--- src/rtl/core/assert_macros.svh ---
// ----------------------------------------------------------------------------
// Assertion macros
// Concurrent assertion wrappers that compile away when SYNTHESIS is defined.
// ----------------------------------------------------------------------------
`ifndef ASSERT_MACROS_SVH
`define ASSERT_MACROS_SVH

`ifndef SYNTHESIS
// The consequent must hold in the same cycle as the antecedent.
`define ASSERT_IMPLIES(label, clk_s, rst_s, ante, cons, msg) \
    label: assert property (@(posedge clk_s) disable iff (!rst_s) (ante) |-> (cons)) \
        else $error(msg);
// The consequent must hold in the cycle after the antecedent.
`define ASSERT_NEXT(label, clk_s, rst_s, ante, cons, msg) \
    label: assert property (@(posedge clk_s) disable iff (!rst_s) (ante) |=> (cons)) \
        else $error(msg);
`else
`define ASSERT_IMPLIES(label, clk_s, rst_s, ante, cons, msg)
`define ASSERT_NEXT(label, clk_s, rst_s, ante, cons, msg)
`endif

`endif

--- src/rtl/core/mh2_pkg.sv ---
// ----------------------------------------------------------------------------
// MurmurHash2 package
// Shared constants, sequencer states and the controller/datapath interface.
// ----------------------------------------------------------------------------
package mh2_pkg;

    localparam logic [31:0] MUR_M = 32'h5bd1e995;

    typedef enum logic [3:0] {
        ST_IDLE,
        ST_MIX_H,
        ST_MIX_K,
        ST_MIX_KX,
        ST_MIX_FOLD,
        ST_TAIL_MUL,
        ST_TAIL_FOLD,
        ST_FIN_MUL,
        ST_FIN_OUT
    } mh2_state_t;

    // Operand choice for the shared multiplier.
    typedef enum logic [2:0] {
        MUL_H,
        MUL_K,
        MUL_KMIX,
        MUL_TAIL,
        MUL_FIN
    } mh2_mul_sel_t;

    typedef struct packed {
        logic         load_item;
        logic         mul_en;
        mh2_mul_sel_t mul_sel;
        logic         h_load_mul;
        logic         h_xor_mul;
        logic         clr_buf;
        logic         out_load;
    } mh2_cmd_t;

    typedef struct packed {
        logic need_mix;
        logic tail_pending;
        logic out_free;
    } mh2_sts_t;

endpackage

--- src/rtl/core/mh2_datapath.sv ---
// ----------------------------------------------------------------------------
// MurmurHash2 datapath
// Hash, byte packing and seed registers with one shared multiply-by-M unit.
// ----------------------------------------------------------------------------
module mh2_datapath
    import mh2_pkg::*;
(
    input  logic        clk,
    input  logic        rst_n,
    input  logic        cfg_valid,
    input  logic [31:0] hash_seed,
    input  logic [7:0]  data_byte,
    input  logic        byte_valid,
    input  logic        first_item,
    input  logic        last_item,
    input  logic [31:0] message_length,
    input  logic        out_ready,
    output logic        out_valid,
    output logic [31:0] hash_value,
    input  mh2_cmd_t    cmd,
    output mh2_sts_t    sts
);

    logic [31:0] seed_reg;
    logic [31:0] h_reg,   h_next;
    logic [23:0] buf_reg, buf_next;
    logic [1:0]  cnt_reg, cnt_next;
    logic [31:0] k_reg,   k_next;
    logic [31:0] mul_reg;
    logic [31:0] out_reg;
    logic        out_valid_reg, out_valid_next;

    logic [31:0] h_start;
    logic [23:0] buf_start;
    logic [1:0]  cnt_start;
    logic [23:0] buf_ins;
    logic [31:0] mul_a;
    logic [31:0] mul_prod;

    // State as seen after the first-item load of the incoming word.
    always_comb
    begin
        h_start   = first_item ? (seed_reg ^ message_length) : h_reg;
        buf_start = first_item ? 24'd0 : buf_reg;
        cnt_start = first_item ? 2'd0 : cnt_reg;
        buf_ins   = buf_start | ({16'd0, data_byte} << {cnt_start, 3'b000});
    end

    always_comb
    begin
        sts.need_mix     = byte_valid && (cnt_start == 2'd3);
        sts.tail_pending = last_item && !sts.need_mix && (byte_valid || (cnt_start != 2'd0));
        sts.out_free     = !out_valid_reg || out_ready;
    end

    always_comb
    begin
        case (cmd.mul_sel)
            MUL_H:    mul_a = h_reg;
            MUL_K:    mul_a = k_reg;
            MUL_KMIX: mul_a = mul_reg ^ (mul_reg >> 24);
            MUL_TAIL: mul_a = h_reg ^ {8'd0, buf_reg};
            MUL_FIN:  mul_a = h_reg ^ (h_reg >> 13);
            default:  mul_a = h_reg;
        endcase
        // Only the low 32 bits of the product are ever used.
        mul_prod = mul_a * MUR_M;
    end

    always_comb
    begin
        h_next         = h_reg;
        buf_next       = buf_reg;
        cnt_next       = cnt_reg;
        k_next         = k_reg;
        out_valid_next = out_valid_reg;
        if (cmd.load_item)
        begin
            h_next   = h_start;
            buf_next = buf_start;
            cnt_next = cnt_start;
            k_next   = {data_byte, buf_start};
            if (byte_valid)
            begin
                if (cnt_start == 2'd3)
                begin
                    buf_next = 24'd0;
                    cnt_next = 2'd0;
                end
                else
                begin
                    buf_next = buf_ins;
                    cnt_next = cnt_start + 2'd1;
                end
            end
        end
        if (cmd.h_load_mul)
        begin
            h_next = mul_reg;
        end
        if (cmd.h_xor_mul)
        begin
            h_next = h_reg ^ mul_reg;
        end
        if (cmd.clr_buf)
        begin
            buf_next = 24'd0;
            cnt_next = 2'd0;
        end
        if (out_valid_reg && out_ready)
        begin
            out_valid_next = 1'b0;
        end
        if (cmd.out_load)
        begin
            out_valid_next = 1'b1;
        end
    end

    always_ff @(posedge clk or negedge rst_n)
    begin
        if (!rst_n)
        begin
            seed_reg      <= 32'd0;
            h_reg         <= 32'd0;
            buf_reg       <= 24'd0;
            cnt_reg       <= 2'd0;
            out_valid_reg <= 1'b0;
        end
        else
        begin
            if (cfg_valid)
            begin
                seed_reg <= hash_seed;
            end
            h_reg         <= h_next;
            buf_reg       <= buf_next;
            cnt_reg       <= cnt_next;
            out_valid_reg <= out_valid_next;
        end
    end

    always_ff @(posedge clk)
    begin
        k_reg <= k_next;
        if (cmd.mul_en)
        begin
            mul_reg <= mul_prod;
        end
        if (cmd.out_load)
        begin
            out_reg <= mul_reg ^ (mul_reg >> 15);
        end
    end

    assign out_valid  = out_valid_reg;
    assign hash_value = out_reg;

endmodule

--- src/rtl/core/mh2_ctrl.sv ---
// ----------------------------------------------------------------------------
// MurmurHash2 controller
// Sequences word mixing, tail folding and finalization over the datapath.
// ----------------------------------------------------------------------------
module mh2_ctrl
    import mh2_pkg::*;
(
    input  logic     clk,
    input  logic     rst_n,
    input  logic     in_valid,
    input  logic     last_item,
    output logic     in_ready,
    input  mh2_sts_t sts,
    output mh2_cmd_t cmd
);

    mh2_state_t state_reg, state_next;
    logic       last_reg,  last_next;

    always_ff @(posedge clk or negedge rst_n)
    begin
        if (!rst_n)
        begin
            state_reg <= ST_IDLE;
            last_reg  <= 1'b0;
        end
        else
        begin
            state_reg <= state_next;
            last_reg  <= last_next;
        end
    end

    always_comb
    begin
        state_next = state_reg;
        last_next  = last_reg;
        in_ready   = 1'b0;
        cmd        = '{load_item: 1'b0, mul_en: 1'b0, mul_sel: MUL_H, h_load_mul: 1'b0,
                       h_xor_mul: 1'b0, clr_buf: 1'b0, out_load: 1'b0};
        case (state_reg)
            ST_IDLE:
            begin
                in_ready = 1'b1;
                if (in_valid)
                begin
                    cmd.load_item = 1'b1;
                    last_next     = last_item;
                    if (sts.need_mix)
                    begin
                        state_next = ST_MIX_H;
                    end
                    else if (last_item)
                    begin
                        state_next = sts.tail_pending ? ST_TAIL_MUL : ST_FIN_MUL;
                    end
                end
            end
            ST_MIX_H:
            begin
                cmd.mul_en  = 1'b1;
                cmd.mul_sel = MUL_H;
                state_next  = ST_MIX_K;
            end
            ST_MIX_K:
            begin
                cmd.h_load_mul = 1'b1;
                cmd.mul_en     = 1'b1;
                cmd.mul_sel    = MUL_K;
                state_next     = ST_MIX_KX;
            end
            ST_MIX_KX:
            begin
                cmd.mul_en  = 1'b1;
                cmd.mul_sel = MUL_KMIX;
                state_next  = ST_MIX_FOLD;
            end
            ST_MIX_FOLD:
            begin
                cmd.h_xor_mul = 1'b1;
                state_next    = last_reg ? ST_FIN_MUL : ST_IDLE;
            end
            ST_TAIL_MUL:
            begin
                cmd.mul_en  = 1'b1;
                cmd.mul_sel = MUL_TAIL;
                state_next  = ST_TAIL_FOLD;
            end
            ST_TAIL_FOLD:
            begin
                cmd.h_load_mul = 1'b1;
                cmd.clr_buf    = 1'b1;
                state_next     = ST_FIN_MUL;
            end
            ST_FIN_MUL:
            begin
                cmd.mul_en  = 1'b1;
                cmd.mul_sel = MUL_FIN;
                cmd.clr_buf = 1'b1;
                state_next  = ST_FIN_OUT;
            end
            ST_FIN_OUT:
            begin
                if (sts.out_free)
                begin
                    cmd.out_load = 1'b1;
                    state_next   = ST_IDLE;
                end
            end
            default:
            begin
                state_next = ST_IDLE;
            end
        endcase
    end

endmodule

--- src/rtl/core/murmur2_hash_32_top.sv ---
// ----------------------------------------------------------------------------
// MurmurHash2 32-bit top level
// Rate: one byte word per cycle while in_ready is high; a byte that completes
// a word stalls input for a mix of 3 multiplies. A last word goes to finalization
// directly with no pending bytes, after a tail fold with a tail, and after a mix
// when it completes a word; the hash waits while an earlier hash is still held in the output register.
// Reset (rst_n low, async) clears seed, running hash, packing state and out_valid.
// ----------------------------------------------------------------------------
`include "assert_macros.svh"

module murmur2_hash_32_top
    import mh2_pkg::*;
(
    input  logic        clk,
    input  logic        rst_n,
    // Configuration write channel: the seed register.
    input  logic        cfg_valid,
    output logic        cfg_ready,
    input  logic [31:0] hash_seed,
    // Input channel: one message byte per word.
    input  logic        in_valid,
    output logic        in_ready,
    input  logic [7:0]  data_byte,
    input  logic        byte_valid,
    input  logic        first_item,
    input  logic        last_item,
    input  logic [31:0] message_length,
    // Output channel: one finished hash per message.
    output logic        out_valid,
    input  logic        out_ready,
    output logic [31:0] hash_value
);

    // The controller walks a short schedule over one shared 32x32 multiplier
    // whose product is always registered. A full word takes the multiplier
    // three times (hash times M, key times M, mixed key times M), then folds.
    // The tail fold and the finalization each use it once more. The output
    // register lets the next message start while a hash waits to be taken;
    // only a second finished hash waits for the first to drain.

    mh2_cmd_t cmd;
    mh2_sts_t sts;
    logic     in_fire;
    logic     plain_byte;
    logic     dp_busy;

    // The seed register is written whenever the host offers it.
    assign cfg_ready = 1'b1;

    mh2_ctrl u_ctrl (
        .clk       (clk),
        .rst_n     (rst_n),
        .in_valid  (in_valid),
        .last_item (last_item),
        .in_ready  (in_ready),
        .sts       (sts),
        .cmd       (cmd)
    );

    mh2_datapath u_datapath (
        .clk            (clk),
        .rst_n          (rst_n),
        .cfg_valid      (cfg_valid),
        .hash_seed      (hash_seed),
        .data_byte      (data_byte),
        .byte_valid     (byte_valid),
        .first_item     (first_item),
        .last_item      (last_item),
        .message_length (message_length),
        .out_ready      (out_ready),
        .out_valid      (out_valid),
        .hash_value     (hash_value),
        .cmd            (cmd),
        .sts            (sts)
    );

    // Shorthands for the checks below.
    assign in_fire    = in_valid && in_ready;
    assign plain_byte = in_fire && !last_item && !sts.need_mix;
    assign dp_busy    = cmd.mul_en || cmd.out_load;

    // A last word always starts the finishing sequence, so input stalls next.
    `ASSERT_NEXT(a_last_stalls, clk, rst_n, in_fire && last_item, !in_ready, "last word not stalled")
    // A byte that neither completes a word nor ends a message leaves input ready in the next cycle.
    `ASSERT_NEXT(a_byte_single, clk, rst_n, plain_byte, in_ready, "plain byte not single cycle")
    // The multiplier stays quiet while the block waits for input.
    `ASSERT_IMPLIES(a_idle_quiet, clk, rst_n, in_ready, !dp_busy, "datapath busy while idle")

endmodule

--- config.mk ---
export PLATFORM = sky130hd
export DESIGN_NAME = murmur2_hash_32_top
export DESIGN_NICKNAME = d
export VERILOG_FILES = /design/src/rtl/core/mh2_pkg.sv /design/src/rtl/core/mh2_datapath.sv /design/src/rtl/core/mh2_ctrl.sv /design/src/rtl/core/murmur2_hash_32_top.sv
export VERILOG_INCLUDE_DIRS = /design/src /design/src/rtl/core
export SDC_FILE = /design/constraint.sdc
export NUM_CORES = 1
export LEC_CHECK = 0
export BUFFER_PORTS_ARGS = -buffer_cell sky130_fd_sc_hd__buf_2
export CORE_AREA = 2 2 205 207
export DETAILED_ROUTE_END_ITERATION = 8
export DIE_AREA = 0 0 207 209
export GPL_ROUTABILITY_DRIVEN = 1
export GPL_TIMING_DRIVEN = 0
export PLACE_DENSITY_LB_ADDON = 0.05
export SLEW_MARGIN = 20
export SYNTH_ARGS = -nofsm -noshare
export SYNTH_HDL_FRONTEND = slang
export SYNTH_HIERARCHICAL = 1
export SYNTH_SLANG_ARGS = --single-unit
--- constraint.sdc ---
create_clock -name clk -period 10.2 [get_ports clk]
set_input_delay 0.51 -clock clk [delete_from_list [all_inputs] [get_ports clk]]
set_output_delay 0.51 -clock clk [all_outputs]
set_load 0.005 [all_outputs]
-- Word-level counts from Yosys, hierarchy flattened
Cells that the tools add are included.
W data, S select, Z words.
- register bits: 192
- bits of input ports: 80
- output and inout port bits: 35
- word-level logic and storage cells: 88
- add/subtract/negate cells: 1
- multipliers: 1
- eq/ne operators: 16
- shift-type cells: 1
- muxes and demuxes: 33
- bitwise gates (word level): 7
- reduce and logical (&&, ||, !) cells: 19
- operators by type and width (kind ; count):
    $mux W32 ; 4
    $pmux W32 S4 ; 1
    $mux W24 ; 5
    $xor A32 B32 Y32 ; 2
    $pmux W4 S9 ; 1
    $mul A32 B31 Y32 const B ; 1
    $xor A32 B17 Y32 ; 1
    $xor A32 B19 Y32 ; 1
    $xor A32 B24 Y32 ; 1
    $xor A32 B8 Y32 ; 1
    $or A24 B24 Y24 ; 1
    $shl A8 B5 Y24 ; 1
    $pmux W4 S5 ; 1
    $eq A4 B3 Y1 const B ; 4
    $mux W4 ; 4
    $mux W2 ; 6
    $mux W1 ; 10
    $eq A4 B2 Y1 const B ; 2
    $eq A3 B2 Y1 const B ; 2
    $reduce_bool A2 Y1 ; 3
    $reduce_bool A3 Y1 ; 2
    $eq A4 B1 Y1 const B ; 1
    $eq A4 B4 Y1 const B ; 1
    $logic_and A1 B1 Y1 ; 4
    other kinds (13) ; 18

-- Logic depth before layout (Yosys ltp)
Gate-level depths: netlist of run 1.
- word-level depth: 11
- mapped depth: 36
- gate-level depth less buffers: 33

-- Cells and area by module
The synthesis of run 1 kept the hierarchy.
- modules (own cells, without submodules) (module ; times used ; cells each ; area each (um2) ; seq. area each (um2)):
    mh2_datapath ; 1 ; 1713 ; 17860.9 ; 5159.9
    mh2_ctrl ; 1 ; 47 ; 379.1 ; 125.1
    murmur2_hash_32_top ; 1 ; 2 ; 11.3 ; 0.0

-- Worst setup path after synthesis of run 1
Ideal clock, no wire load.
- path kind: reg2reg
- start point: reg u_ctrl.state_reg[0]
- end point: reg u_datapath.mul_reg[31], data pin
- arrival: 7.943 ns
- required time: 9.937 ns
- slack: 1.994 ns
- cell stages (with the launch flop): 33
- path buffers: 3
- period minus slack after synthesis: 8.206 ns
- path through: dfrtp_1 clkbuf_1 nand3_1 a21oi_1 nor2_1 and2_1 buf_2 clkbuf_1 a22oi_1 o21ai_0 a221oi_1 inv_1 ha_1 ha_1 fa_1 inv_1 fa_1 inv_1 fa_1 fa_1 fa_1 inv_1 fa_1 inv_1 ha_1 o21a_1 o21a_1 o21a_1 nor2_1 o21ai_0 a31o_2 a311oi_1 xnor2_1
- RTL lines (item ; line ; RTL):
    start: declaration ; mh2_ctrl.sv:17 ; mh2_state_t state_reg, state_next;
    start signal: assignment ; mh2_ctrl.sv:29 ; state_reg <= state_next;
    end signal: assignment ; mh2_datapath.sv:148 ; mul_reg <= mul_prod;
    end: declaration ; mh2_datapath.sv:29 ; logic [31:0] mul_reg;

==> flow_summary.json, run 1 <==
{
  "hold_path.class": "in -> reg",
  "cpPeakStageDelay_ns": 0.64,
  "totalWireLength_um": 54600,
  "grt_pass1_vias": 13300,
  "core.rowCount": 75,
  "max-slew-margin-rel": 0.223,
  "drv_slew": 0,
  "yosys.area_share.xor_xnor": 0.0576,
  "crit_buf_inv": 10,
  "hold_violations": 0,
  "period_needed_ns": 9.65,
  "synth_simple_gate_area_frac": 0.0594,
  "diodes": 0,
  "cpMostUsedCell": "fa_1",
  "synth_top_family_by_area": "adder cells",
  "cts_tree": "done",
  "clk_latency_ns": 0.46,
  "core_area_um2": 41300,
  "syn_area_per_cell_um2": 10.4,
  "ant_nets": 0,
  "worst_path_max_delay_cell": "a221o_1",
  "async_flop_share": 0.500,
  "tightest_slew_ns": 1.17,
  "synth_warnings": 6,
  "gp_congestion": 0.924,
  "num_io_pins": 115,
  "synth_edf_count": 96,
  "synth_fp_nets": 2241,
  "clockRootBuffer": "clkbuf_16",
  "path_delay_family": "adder cells",
  "yosysUniqueCellTypes": 70,
  "worstPathMaxFanout": 10,
  "cts.clk_slew.worst_paths_ns": 0.08,
  "cts_buffers": 17,
  "drt-initial-drc-count": 986,
  "setup_viol": 0,
  "yosys.area.top_type": "fa_1",
  "min_path_cells": 2,
  "max_cap_violations": 0,
  "synth_seq_cells": 192,
  "synth_area_leaders": "fa_1 20%, edfxtp_1 16%, ha_1 15%, dfrtp_1 13%, inv_1 8.5%",
  "routed-via-count": 13300,
  "arrival_ns": 9.85,
  "numPortBuffers": 112,
  "cts_sinks": 192,
  "synth_compound_area_frac": 0.125,
  "dr.pass1.iters": 6,
  "hpwl_um": 43100,
  "grt_pass1_wl_um": 83200,
  "fillCellCount": 3979,
  "status": "complete, no violations",
  "critPathRequiredTime_ns": 10.40,
  "h-tree-depth": 4,
  "crit_cells": 31,
  "ys_seq_area_frac": 0.290,
  "clock.fmax_mhz": 104,
  "synth.cell_area_um2": 18300,
  "cp-start-kind": "flop",
  "path_class": "reg -> reg",
  "nets": 2385,
  "grtUsageTotal": 0.259,
  "layout.cells.most_common": "inv_1",
  "synthMuxAreaShare": 0.0206,
  "initial_core_util": 0.442,
  "endpoint_kind": "flop",
  "regArea_um2": 5290,
  "wl_per_cell_um": 22.2,
  "grt_max_degree": 62,
  "area_growth_syn_to_layout_pct": 10.8,
  "rsz0062_at_grt": "false",
  "via_per_inst": 5.40,
  "worst_clock_skew_ns": 0.0139,
  "drive_gt1_frac": 0.120,
  "die_h_um": 209,
  "route.detailed.drc": 0,
  "synthCells": 1762,
  "synth_flop_cell": "edfxtp_1",
  "grt_antenna_before_repair": 1,
  "period_share": 0.946,
  "cts_buffer_depth": 2,
  "layout_common_cells": "409 x inv_1, 218 x ha_1, 181 x fa_1, 119 x buf_2",
  "yosys.area_share.adder": 0.348,
  "synth.top_cell.area_share": 0.199,
  "rr_worst_depth": 31,
  "overflow": 0,
  "multi_input_area_um2": 11200,
  "setup_tns_ns": 0,
  "dieArea_um2": 43300,
  "die_w_um": 207
}
[worst register-to-register path: cells and delay by family (launching register included)]
family | cells | cell delay [ns]
AOI/OAI and AO/OA | 7 | 2.22
xor gates and xnor gates | 1 | 0.11
DFF | 1 | 0.42
buffers and inverters | 10 | 1.74
adders and majority gates | 9 | 4.14
and+or+nand+nor | 4 | 0.79
[cell usage after synthesis (4+ instances only)]
master,instances
a211oi_1,4
o21a_1,10
fa_1,181
a221oi_1,4
and3_1,5
ha_1,218
mux2_2,32
buf_2,8
clkbuf_1,46
a22oi_1,24
o221ai_1,32
nand2b_1,10
nor3_1,12
xor2_1,69
a31oi_1,7
nand2_1,60
a31o_2,4
inv_1,411
a21o_1,19
edfxtp_1,96
nand4_1,5
o21ai_0,58
nor2_1,41
o211ai_1,6
a22o_1,33
xnor2_1,42
a21oi_1,90
a211o_1,9
a221o_1,9
dfrtp_1,96
nand3_1,19
nor2b_1,48
[final cells by class]
type                       count  area share
buffer                        62      0.0135
clock buffer                  19      0.0214
clock inverter                13     0.00544
inverter                     413      0.0768
multi-input combinational   1095       0.553
sequential                   192       0.261
tap                          539      0.0333
timing repair buffer         125      0.0356
[layer usage]
metal | up-vias | GRT usage | part of all wire
met5 | - | 0 | 0
met4 | 0 | 0.0571 | 0.021
met3 | 58 | 0.0634 | 0.077
met2 | 440 | 0.396 | 0.44
met1 | 6677 | 0.373 | 0.46
li1 | 6090 | - | -
[logic make-up (layout without fill, tap and decap cells)]
logic type / Yosys count / in the layout
flops: 192 / 192
fa+ha+maj: 399 / 399
mux: 33 / 33
buf+inv: 475 / 632
xor+xnor: 115 / 115
compound gates: 332 / 332
simple gates: 215 / 215
other cells: 1 / 1
[final timing paths]
check | startpoint | end | slack [ns]
max | u_ctrl/state_reg[0] | u_datapath/mul_reg[31] | 0.55
min | hash_seed[21] | u_datapath/seed_reg[21] | 0.28
max reg2reg | u_ctrl/state_reg[0] | u_datapath/mul_reg[31] | 0.55
min reg2reg | u_datapath/seed_reg[25] | u_datapath/seed_reg[25] | 0.53
max in group asynchronous | rst_n | u_ctrl/state_reg[0] | 9.01
min in group asynchronous | rst_n | u_datapath/seed_reg[18] | 0.53
[stage by stage]
step / instances / setup WS (ns) / util / hold slack (ns) / area [µm²]
floorplan: 1762 / 1.99 / - / 0.214 / 18300
global placement: 2413 / -0.441 / 0.472 / 0.507 / 19500
detailed placement: 2421 / 0.0829 / 0.475 / 0.447 / 19600
CTS: 2454 / 0.0357 / 0.489 / 0.267 / 20200
global route: 2458 / 0.0427 / 0.490 / 0.263 / 20200
finish: 2458 / 0.551 / 0.490 / 0.282 / 20200
[repair_timing]
action | in CTS | in global routing
hold buffers | 1 | 0
endpoints found under the hold margin | 35 | 0
resized for setup | 0 | 8
setup buffers | 0 | 4
setup endpoints to repair | 0 | 7
Power of run 1 is left out: the tool's default activity adds up to more than one toggle a clock period on the data nets, which glitch-free logic cannot reach.
==> inputs of run 2 (changes only) <==
CORE_AREA = 2 2 189 191   (was 2 2 205 207)
DIE_AREA = 0 0 191 193   (was 0 0 207 209)
==> flow_summary.json, run 2 (same netlist as run 1, synthesis figures left out) <==
{
  "num_io_pins": 115,
  "cts_tree": "done",
  "critPathRequiredTime_ns": 10.39,
  "hold_path.class": "in -> reg",
  "initial_core_util": 0.522,
  "grt_antenna_before_repair": 1,
  "setup_tns_ns": 0,
  "endpoint_kind": "flop",
  "period_needed_ns": 9.60,
  "drv_slew": 0,
  "cp-start-kind": "flop",
  "cts.clk_slew.worst_paths_ns": 0.08,
  "grtUsageTotal": 0.296,
  "path_delay_family": "adder cells",
  "die_h_um": 193,
  "cts_sinks": 192,
  "grt_pass1_vias": 13300,
  "grt_pass1_wl_um": 79700,
  "cts_buffer_depth": 2,
  "worst_clock_skew_ns": 0.0129,
  "gp_congestion": 0.948,
  "core.rowCount": 69,
  "max-slew-margin-rel": 0.261,
  "dr.pass1.iters": 5,
  "tightest_slew_ns": 1.11,
  "die_w_um": 191,
  "via_per_inst": 5.61,
  "period_share": 0.941,
  "layout.cells.most_common": "inv_1",
  "status": "complete, no violations",
  "overflow": 0,
  "holdWs_ns": 0.285,
  "path_class": "reg -> reg",
  "cpPeakStageDelay_ns": 0.65,
  "cpMostUsedCell": "fa_1",
  "max_cap_violations": 0,
  "area_growth_syn_to_layout_pct": 10.1,
  "rsz0062_at_grt": "false",
  "clockRootBuffer": "clkbuf_16",
  "drive_gt1_frac": 0.116,
  "hpwl_um": 41500,
  "postCtsSetupRepairBufs": 0,
  "fillCellCount": 3145,
  "wl_per_cell_um": 22.1,
  "worst_path_max_delay_cell": "a221o_1",
  "route.detailed.drc": 0,
  "numPortBuffers": 112,
  "core_area_um2": 35000,
  "drt-initial-drc-count": 1132,
  "ant_nets": 0,
  "arrival_ns": 9.79,
  "h-tree-depth": 4,
  "routed-via-count": 13300,
  "cts_buffers": 17,
  "dieArea_um2": 36900,
  "worstPathMaxFanout": 10,
  "setup_viol": 0,
  "crit_buf_inv": 10,
  "grt_max_degree": 70,
  "layout_common_cells": "412 x inv_1, 218 x ha_1, 181 x fa_1, 119 x buf_2",
  "hold_violations": 0,
  "nets": 2379,
  "totalWireLength_um": 52600,
  "clock.fmax_mhz": 104,
  "clk_latency_ns": 0.45
}
-- run 2: changes by cell type in the layout (fill, tap and decap cells not counted), moves of 2 or more --
cell	change
buf_4	-4
buf_6	-2
clkinv_4	-2
clkinvlp_4	-4
diode_2	+2
inv_1	+3
-- run 2: repair_timing --
action / CTS / global route
hold buffers: 1 / 0
setup endpoints to repair: 0 / 6
resized for setup: 0 / 4
hold endpoints to repair: 27 / 0
-- run 2: area by class of cell --
cell class | instances | area, µm² | area share
multi-input combinational | 1095 | 11200 | 0.556
sequential | 192 | 5290 | 0.263
inverter | 413 | 1550 | 0.0771
timing repair buffer | 119 | 667 | 0.0332
tap | 461 | 577 | 0.0287
clock buffer | 20 | 468 | 0.0233
buffer | 62 | 273 | 0.0136
clock inverter | 12 | 101 | 0.00504
antenna | 2 | 5.00 | 0.000249
-- run 2: path summary, 6_finish.rpt --
path | startpoint | to | slack [ns] | cells past startpoint
worst max-delay path | u_ctrl/state_reg[0] | u_datapath/mul_reg[31] | 0.60 | 30
worst min-delay path | hash_seed[28] | u_datapath/seed_reg[28] | 0.28 | 2
worst min register to register | u_datapath/mul_reg[22] | u_datapath/hash_value[22] | 0.53 | 0
worst max register to register | u_ctrl/state_reg[0] | u_datapath/mul_reg[31] | 0.60 | 30
max in group asynchronous | rst_n | u_ctrl/state_reg[0] | 9.05 | 3
min in group asynchronous | rst_n | u_datapath/seed_reg[15] | 0.49 | 2
-- run 2: per-layer routing --
metal | track usage | routed length (µm)
met1 | 0.437 | 24400
met2 | 0.456 | 23600
met3 | 0.0539 | 3800
met4 | 0.0656 | 868
met5 | 0 | 0
-- run 2: worst reg2reg max path: cells and delay by family, from the launching register on --
| family | cells | cell delay (ns) |
|---|---|---|
| flip-flops | 1 | 0.41 |
| XOR/XNOR | 1 | 0.10 |
| adder cells (fa/ha/maj) | 9 | 4.19 |
| buffers and inverters | 10 | 1.92 |
| AND/OR/NAND/NOR | 3 | 0.62 |
| AO/OA/AOI/OAI | 7 | 2.11 |
-- run 2: stage by stage --
stage / instance area [µm²] / setup slack [ns] / std cells / utilization
2_1_floorplan: 18300 / 1.99 / 1762 / -
3_3_place_gp: 19400 / -0.207 / 2335 / 0.555
3_5_place_dp: 19500 / 0.285 / 2341 / 0.558
4_1_cts: 20100 / 0.248 / 2374 / 0.574
5_1_grt: 20100 / 0.119 / 2374 / 0.575
6_report: 20100 / 0.601 / 2376 / 0.575
Power of run 2 is left out for the same reason.
==> inputs of run 3 (changes only) <==
CORE_AREA = 2 2 195 197   (was 2 2 189 191)
DIE_AREA = 0 0 197 199   (was 0 0 191 193)
clock period = 7.95 ns   (was 10.2 ns; I/O delays follow)
==> flow_summary.json, run 3 (same netlist as run 1, synthesis figures left out) <==
{
  "clockRootBuffer": "clkbuf_16",
  "worst_clock_skew_ns": 0.0129,
  "wl_per_cell_um": 22.1,
  "drt-initial-drc-count": 1203,
  "dp_slack_ns": -1.61,
  "drv_slew": 0,
  "totalWireLength_um": 54600,
  "critPathRequiredTime_ns": 8.15,
  "hold_end": "u_datapath/seed_reg[27]",
  "cts_buffers": 17,
  "endpoint_kind": "flop",
  "cpMostUsedCell": "fa_1",
  "clk_latency_ns": 0.45,
  "worstPathMaxFanout": 10,
  "reg2reg_to": "u_datapath/mul_reg[31]",
  "hpwl_um": 41700,
  "layout_common_cells": "397 x inv_1, 205 x ha_1, 174 x fa_1, 113 x buf_2",
  "setup_tns_ns": -0.0825,
  "layout.cells.most_common": "inv_1",
  "grt_pass1_wl_um": 83000,
  "hold_violations": 0,
  "max-slew-margin-rel": 0.300,
  "fillCellCount": 3255,
  "worst_path_max_delay_cell": "fa_1",
  "worst_slack_ns": -0.0825,
  "setup.worst_path.start": "u_ctrl/state_reg[1]",
  "ant_nets": 0,
  "dieArea_um2": 39200,
  "numPortBuffers": 112,
  "min_from": "hash_seed[27]",
  "top_layer": "met4",
  "overflow": 0,
  "nets": 2465,
  "drive_gt1_frac": 0.207,
  "period_needed_ns": 8.03,
  "grtUsageTotal": 0.289,
  "cts_buffer_depth": 2,
  "h-tree-depth": 4,
  "cp-start-kind": "flop",
  "rsz0062_at_grt": "true",
  "gp_congestion": 0.924,
  "grt_max_degree": 63,
  "period_share": 1.01,
  "area_growth_syn_to_layout_pct": 18.3,
  "route.met2.wl_um": 24600,
  "cpPeakStageDelay_ns": 0.56,
  "die_h_um": 199,
  "diodes": 0,
  "arrival_ns": 8.23,
  "status": "finished with violations",
  "initial_core_util": 0.492,
  "rr_worst_depth": 31,
  "violations": "setup timing",
  "route.detailed.drc": 0,
  "hold_path.class": "in -> reg",
  "finalInstanceArea_um2": 21600,
  "cts_sinks": 192,
  "cts_tree": "done",
  "placed_area_um2": 19500,
  "min_path_cells": 2,
  "num_io_pins": 115,
  "setup_viol": 1,
  "core_area_um2": 37100,
  "wl_met3_um": 3540,
  "r2r_slack_ns": -0.08,
  "routed-via-count": 13700,
  "grt_antenna_before_repair": 0,
  "path_class": "reg -> reg",
  "tightest_slew_ns": 1.04,
  "r2r_start": "u_ctrl/state_reg[1]",
  "via_per_inst": 5.56,
  "wl_met1_um": 25400,
  "die_w_um": 197,
  "cts.clk_slew.worst_paths_ns": 0.08,
  "core.rowCount": 71,
  "max_cap_violations": 0,
  "dr.pass1.iters": 5,
  "clock.fmax_mhz": 124,
  "grt_pass1_vias": 13700
}
## run 3: stage by stage
step / util / hold WS, ns / instances
after global placement: 0.523 / 0.505 / 2348
after CTS: 0.565 / 0.156 / 2436
final: 0.581 / 0.171 / 2473
after floorplan: - / 0.102 / 1762
after global routing: 0.581 / 0.160 / 2473
after detailed placement: 0.526 / 0.323 / 2355
## run 3: layout make-up
| type | count | area, µm² | share of cell area |
|---|---|---|---|
| Multi-Input combinational cell | 1095 | 11700 | 0.543 |
| Sequential cell | 192 | 5290 | 0.245 |
| Inverter | 413 | 1570 | 0.0726 |
| Timing Repair Buffer | 207 | 1400 | 0.0649 |
| Tap cell | 474 | 593 | 0.0275 |
| Buffer | 60 | 444 | 0.0206 |
| Clock buffer | 19 | 433 | 0.0201 |
| Clock inverter | 13 | 130 | 0.00603 |
## run 3: critical path: cells and delay by family (launching register included)
family / cells / cell delay (ns)
simple gates: 2 / 0.29
compound gates: 9 / 2.05
fa+ha+maj: 9 / 3.87
xor+xnor: 1 / 0.11
flops: 1 / 0.41
buf+inv: 10 / 1.06
## run 3: routing by layer
| layer | up-vias | global-route usage |
|---|---|---|
| li1 | 6257 | - |
| met1 | 6983 | 0.423 |
| met2 | 450 | 0.447 |
| met3 | 59 | 0.0482 |
| met4 | 0 | 0.0721 |
| met5 | - | 0 |
## run 3: what timing repair did
| action | CTS | global route |
|---|---|---|
| setup buffers | 49 | 35 |
| hold buffers | 1 | 0 |
| resized for setup | 126 | 91 |
| endpoints found under the hold margin | 34 | 0 |
| pin swaps | 24 | 34 |
| endpoints found under the setup margin | 18 | 11 |
| gates cloned | 0 | 4 |
## run 3: how the worst max path moves through the flow
stage / slack, ns / depth (start not counted) / end
floorplan: 0.02 / 31 / u_datapath/mul_reg[31]
global placement: -2.31 / 29 / u_datapath/mul_reg[31]
detailed placement: -1.61 / 31 / u_datapath/mul_reg[31]
CTS: 0.01 / 33 / u_datapath/mul_reg[31]
finish: -0.08 / 31 / u_datapath/mul_reg[31]
global route: -0.28 / 34 / u_datapath/mul_reg[31]
Power of run 3 is left out for the same reason.
